===== config.mk =====
export PLATFORM = sky130hd
export DESIGN_NAME = ptc_div
export DESIGN_NICKNAME = d
export VERILOG_FILES = /design/src/hdl/ptc_pkg.sv /design/src/hdl/ptc_div.sv
export SDC_FILE = /design/constraint.sdc
export NUM_CORES = 2
export LEC_CHECK = 0
export BUFFER_PORTS_ARGS = -buffer_cell sky130_fd_sc_hd__clkbuf_2
export CAP_MARGIN = 20
export CORE_MARGIN = 10
export CORE_UTILIZATION = 45
export CTS_CLUSTER_SIZE = 10
export DETAILED_ROUTE_END_ITERATION = 8
export SYNTH_ARGS = -nofsm -noshare
export SYNTH_HDL_FRONTEND = slang
export SYNTH_SLANG_ARGS = --single-unit

===== constraint.sdc =====
create_clock -name clk -period 5.5 [get_ports clk]
set_clock_uncertainty 0.2 [all_clocks]
set_input_delay 0.55 -clock clk [delete_from_list [all_inputs] [get_ports clk]]
set_output_delay 0.55 -clock clk [all_outputs]
set_load 0.03 [all_outputs]

===== src/hdl/ptc_pkg.sv =====
package ptc_pkg;

  localparam int DIV_W       = 32;
  localparam int CFG_AW      = 5;
  localparam int CFG_DW      = 32;
  localparam int IN_TDATA_W  = 40;
  localparam int OUT_TDATA_W = 40;
  localparam int TEMP_W      = 16;
  localparam int PRESS_W     = 18;
  localparam int UT_W        = 16;
  localparam int UP_W        = 24;

  typedef enum logic [2:0] {
    REG_A1,
    REG_A2,
    REG_A3,
    REG_A4,
    REG_A5,
    REG_A6,
    REG_B_PAIR,
    REG_M_PAIR
  } reg_idx_t;

  localparam logic [31:0] T_OFFSET  = 32'd4000;
  localparam logic [31:0] B4_BIAS   = 32'd32768;
  localparam logic [31:0] P_SQ_GAIN = 32'd3038;
  localparam logic [31:0] P_LIN_K   = 32'hFFFF_E343;
  localparam logic [31:0] P_OFFSET  = 32'd3791;

  localparam logic signed [31:0] TEMP_LO  = -32'sd32768;
  localparam logic signed [31:0] TEMP_HI  = 32'sd32767;
  localparam logic signed [31:0] PRESS_HI = 32'sd262143;

  typedef struct packed {
    logic [31:0]     x1;
    logic [UP_W-1:0] up;
    logic            neg;
    logic            fault;
  } tside_t;

  typedef struct packed {
    logic [31:0] t;
    logic        dbl;
    logic        fault;
  } pside_t;

endpackage


===== src/hdl/ptc_div.sv =====
module ptc_div #(
  parameter int SIDE_W = 1
) (
  input  logic                      clk,
  input  logic                      rst_n,
  input  logic                      en,
  input  logic                      in_valid,
  input  logic [ptc_pkg::DIV_W-1:0] in_num,
  input  logic [ptc_pkg::DIV_W-1:0] in_den,
  input  logic [SIDE_W-1:0]         in_side,
  output logic                      out_valid,
  output logic [ptc_pkg::DIV_W-1:0] out_quo,
  output logic [SIDE_W-1:0]         out_side
);
  import ptc_pkg::*;

  typedef struct packed {
    logic [DIV_W-1:0] rem;
    logic [DIV_W-1:0] nq;
  } step_t;

  // one restoring step: shift in the next dividend bit, subtract if it fits
  function automatic step_t div_step(logic [DIV_W-1:0] rem, logic [DIV_W-1:0] nq,
                                     logic [DIV_W-1:0] den);
    step_t      res;
    logic [DIV_W:0] trial;
    logic       ge;
    trial   = {rem, nq[DIV_W-1]};
    ge      = trial >= {1'b0, den};
    res.rem = ge ? DIV_W'(trial - {1'b0, den}) : trial[DIV_W-1:0];
    res.nq  = {nq[DIV_W-2:0], ge};
    return res;
  endfunction

  logic [DIV_W-1:0]  rem_r  [DIV_W];
  logic [DIV_W-1:0]  nq_r   [DIV_W];
  logic [DIV_W-1:0]  den_r  [DIV_W];
  logic [SIDE_W-1:0] side_r [DIV_W];
  logic [DIV_W-1:0]  vld_r;
  step_t             step_nxt [DIV_W];

  always_comb begin
    step_nxt[0] = div_step('0, in_num, in_den);
    for (int i = 1; i < DIV_W; i++) begin
      step_nxt[i] = div_step(rem_r[i-1], nq_r[i-1], den_r[i-1]);
    end
  end

  always_ff @(posedge clk) begin
    if (!rst_n) begin
      vld_r <= '0;
    end else if (en) begin
      vld_r <= {vld_r[DIV_W-2:0], in_valid};
    end
  end

  always_ff @(posedge clk) begin
    if (en) begin
      den_r[0]  <= in_den;
      side_r[0] <= in_side;
      for (int i = 0; i < DIV_W; i++) begin
        rem_r[i] <= step_nxt[i].rem;
        nq_r[i]  <= step_nxt[i].nq;
      end
      for (int i = 1; i < DIV_W; i++) begin
        den_r[i]  <= den_r[i-1];
        side_r[i] <= side_r[i-1];
      end
    end
  end

  assign out_valid = vld_r[DIV_W-1];
  assign out_quo   = nq_r[DIV_W-1];
  assign out_side  = side_r[DIV_W-1];

endmodule


==> flow_metrics.tcl <==
set metrics [dict create \
    synth-compound-area-share 0.123 \
    arrival_ns 5.30 \
    grt_overflow 0 \
    die_height_um 608 \
    hold_class "primary input to flop" \
    grt_pass1_vias 96100 \
    whs_path_depth 2 \
    grt_use_met1 0.269 \
    cts_hold_buf 69 \
    relSlewSlack 0.218 \
    cts_root_buf "clkbuf_16" \
    grt_pass1_wl_um 563000 \
    groute.usage.overall 0.190 \
    cts_tree "built" \
    antenna_left 0 \
    ys_warn_count 0 \
    fill_cells 29600 \
    synth_fp_nets 13600 \
    synth_flop_cell "edfxtp_1" \
    dieArea_um2 369000 \
    clock_path_buffers 4 \
    cts_setup_buffers 0 \
    worst_setup_path_start_kind "flop" \
    cp-endpoint "rem_r[1][158]" \
    instances_no_fill 17600 \
    synth-adder-area-share 0.0839 \
    io_pins 103 \
    synth_cell_types 89 \
    status "complete, no violations" \
    cp_max_fo 4 \
    finalPower_mw 101 \
    ir_drop_v 0.000326 \
    timing.rr.start "rem_r[1][102]" \
    synth-simple-area-share 0.0755 \
    powerDensity_nw_per_um2 587 \
    p_switching_mw 36.5 \
    clock.fmax_ghz 0.207 \
    r2r_cells 12 \
    vias_per_cell 5.52 \
    cap_violations 0 \
    cpMaxStageDelayCell "a311oi_1" \
    synthArstFlopShare 0 \
    cts_sinks 3072 \
    p_sw_frac 0.360 \
    routabilityCongestion 0.894 \
    drive_gt1_frac 0.0940 \
    fin_tns_setup_ns 0 \
    r2r-end "rem_r[1][158]" \
    dp_hpwl_um 270000 \
    cp-end-kind "flop" \
    setup_viol 0 \
    clock_latency_ns 0.92 \
    grt.busiest_layer "met2" \
    drv_slew 0 \
    htreeDepth 5 \
    seq_area_um2 91900 \
    reg2reg_slack_ns 0.67 \
    final_hold_viol_count 0 \
    wl_per_cell_um 20.7 \
    syn_to_final_growth_pct 11.2 \
    antenna_found_initial 11 \
    synth.area.mux_share 0.0400 \
    ys_seq_elements 3072 \
    fp.coreArea_um2 344000 \
    slowest_delay_ns 1.03 \
    clockPowerShare 0.212 \
    drt_first_pass_iters 7 \
    fin_nets 14000 \
    num_vias 97300 \
    combinationalPowerShare 0.422 \
    synth_top_family_by_area "compound AO/OA/AOI/OAI gates" \
    grt_max_degree 188 \
    postSynthAreaPerCell_um2 12.4 \
    numCtsBuffers 365 \
    multi_input_area_um2 57600 \
    power_leakage_nw 68.7 \
    drc_errors 0 \
    synth_area_leaders "edfxtp_1 (59%), ha_1 (8.0%), mux2_2 (3.3%)" \
    fin_crit_ns 4.83 \
    drtIter0Drc 8006 \
    use_met3 0.0273 \
    crit_cells 12 \
    period_share 0.878 \
    clkSlewWorstSetupHoldPaths_ns 0.06 \
    placed_cells 17000 \
    fp.dieW_um 608 \
    row_count 215 \
    crit_chain "ha_1, and3_1, and2_1, or3_1, o21ai_0, nand4_1, a311oi_1, o21ai_0, a21bo_2, a311oi_1, xnor2_1, mux2_2" \
    synthesis.area_um2 155000 \
    synth_xor_area_frac 0.0470 \
    grtUsageMet2 0.305 \
    worst_pin_slew_ns 1.17 \
    internal_power_mw 65.0 \
    yosysSeqAreaShare 0.591 \
    synth_top_cell_by_area "edfxtp_1" \
    critical_path.startpoint "rem_r[1][102]" \
    synth_top_area_share 0.587 \
    crit_type "flop to flop" \
    initial_core_util 0.453 \
    synth-edff-count 3040 \
    path_delay_family "compound AO/OA/AOI/OAI gates" \
    seqPwrFrac 0.366 \
    cts_resized 0 \
    rsz0062_at_grt "no" \
    fin_ws_ns 0.671 \
    drt-total-wl_um 364000 \
    place_ws_ns 0.800 \
    numPortBuffers 102 \
    syn_inst 12500 \
    cp.required_ns 5.97 \
    cp.buffers_inverters 0 \
]
-- per-layer routing --
metal,wire (um),share of wire,up-vias
li1,-,-,46800
met1,169000,0.46,47400
met2,166000,0.46,2494
met3,18800,0.052,568
met4,10200,0.028,0
met5,0,0,-
-- placed cells by master, fill, tap and decap left out, types with 179 or more instances in the layout --
cell type | Yosys | final
a21oi_1 | 954 | 951
nand2_1 | 759 | 759
o21ai_0 | 742 | 741
inv_1 | 1246 | 1246
clkbuf_16 | 0 | 369
nor2_1 | 552 | 551
nor2b_1 | 184 | 183
xnor2_1 | 522 | 522
xor2_1 | 312 | 312
edfxtp_1 | 3040 | 3040
ha_1 | 994 | 994
a21o_1 | 467 | 467
nand3_1 | 179 | 179
mux2_2 | 452 | 452
-- power groups by stage --
stage	combinational (mW)	clock [mW]	sequential (mW)
after floorplan	32.7	0	35.3
after global placement	41.5	0	37.7
after detailed placement	42.1	0	37.6
after CTS	42.5	22.3	37.2
after global routing	47.5	23.2	37.6
final	42.8	21.5	37.2
-- logic make-up (layout without fill, tap and decap cells) --
family,Yosys count,count (layout)
flops,3072,3072
other cells,0,2
xor+xnor,834,834
buf+inv,1559,2074
fa+ha+maj,1024,1024
mux,552,552
simple gates,2430,2430
compound gates,3063,3063
-- final cells by class --
class | instances | share of cell area
Sequential cell | 3072 | 0.532
Multi-Input combinational cell | 7903 | 0.334
Clock buffer | 442 | 0.0550
Tap cell | 4557 | 0.0330
Inverter | 1246 | 0.0271
Timing Repair Buffer | 305 | 0.0147
Clock inverter | 81 | 0.00484
Antenna cell | 2 | 0.0000290
-- worst min-delay path by stage --
stage                      start            to
finish                in_num[17]   nq_r[0][18]
global route          in_num[17]   nq_r[0][18]
CTS                   in_num[12]   nq_r[0][13]
detailed placement   nq_r[0][67]  nq_r[0][100]
global placement    nq_r[1][237]  nq_r[1][270]
floorplan            nq_r[0][67]  nq_r[0][100]
-- per-stage QoR --
stage                     instance area [um^2]   util  hold WS, ns
final                                   173000  0.503        0.129
after global routing                    173000  0.503       0.0754
after CTS                               173000  0.503       0.0357
after detailed placement                162000  0.471        0.205
after global placement                  162000  0.471        0.200
after floorplan                         155000      -        0.200
-- worst reg2reg max path, cell delays in order, from the launching register on --
cell      delay, ns
edfxtp_1       0.41
ha_1           0.34
and3_1         0.24
and2_1         0.18
or3_1          0.32
o21ai_0        0.25
nand4_1        0.24
a311oi_1       1.03
o21ai_0        0.37
a21bo_2        0.33
a311oi_1       0.32
xnor2_1        0.09
mux2_2         0.26
-- state kept, by name, indices dropped and copies added (netlist names) --
register,flops
den_r,992
nq_r,1024
rem_r,992
side_r,32
vld_r,32
-- cell usage after synthesis (18+ instances only) --
| cell | count |
|---|---|
| o21ai_1 | 18 |
| or3_1 | 36 |
| inv_1 | 1246 |
| clkbuf_1 | 224 |
| o31a_1 | 37 |
| buf_4 | 41 |
| nand3_1 | 179 |
| a31oi_1 | 89 |
| o21a_1 | 124 |
| buf_2 | 37 |
| nor2b_1 | 184 |
| o21ai_0 | 742 |
| nor3_1 | 115 |
| nor2_1 | 552 |
| or2_2 | 43 |
| a21o_1 | 467 |
| o31ai_1 | 60 |
| a21boi_0 | 52 |
| a21oi_1 | 954 |
| fa_1 | 30 |
| dfxtp_1 | 32 |
| o21bai_1 | 127 |
| o211ai_1 | 28 |
| a41oi_1 | 38 |
| a211o_1 | 29 |
| a221oi_1 | 22 |
| and2_1 | 50 |
| nand2_1 | 759 |
| ha_1 | 994 |
| nand2b_1 | 133 |
| mux2_2 | 452 |
| xor2_1 | 312 |
| and3_1 | 97 |
| and4_1 | 32 |
| edfxtp_1 | 3040 |
| a211oi_1 | 63 |
| nand4_1 | 156 |
| mux2i_1 | 72 |
| mux2_4 | 25 |
| xnor2_1 | 522 |
| nor4_1 | 41 |
Note: power is estimated with default switching activity, not from simulation.
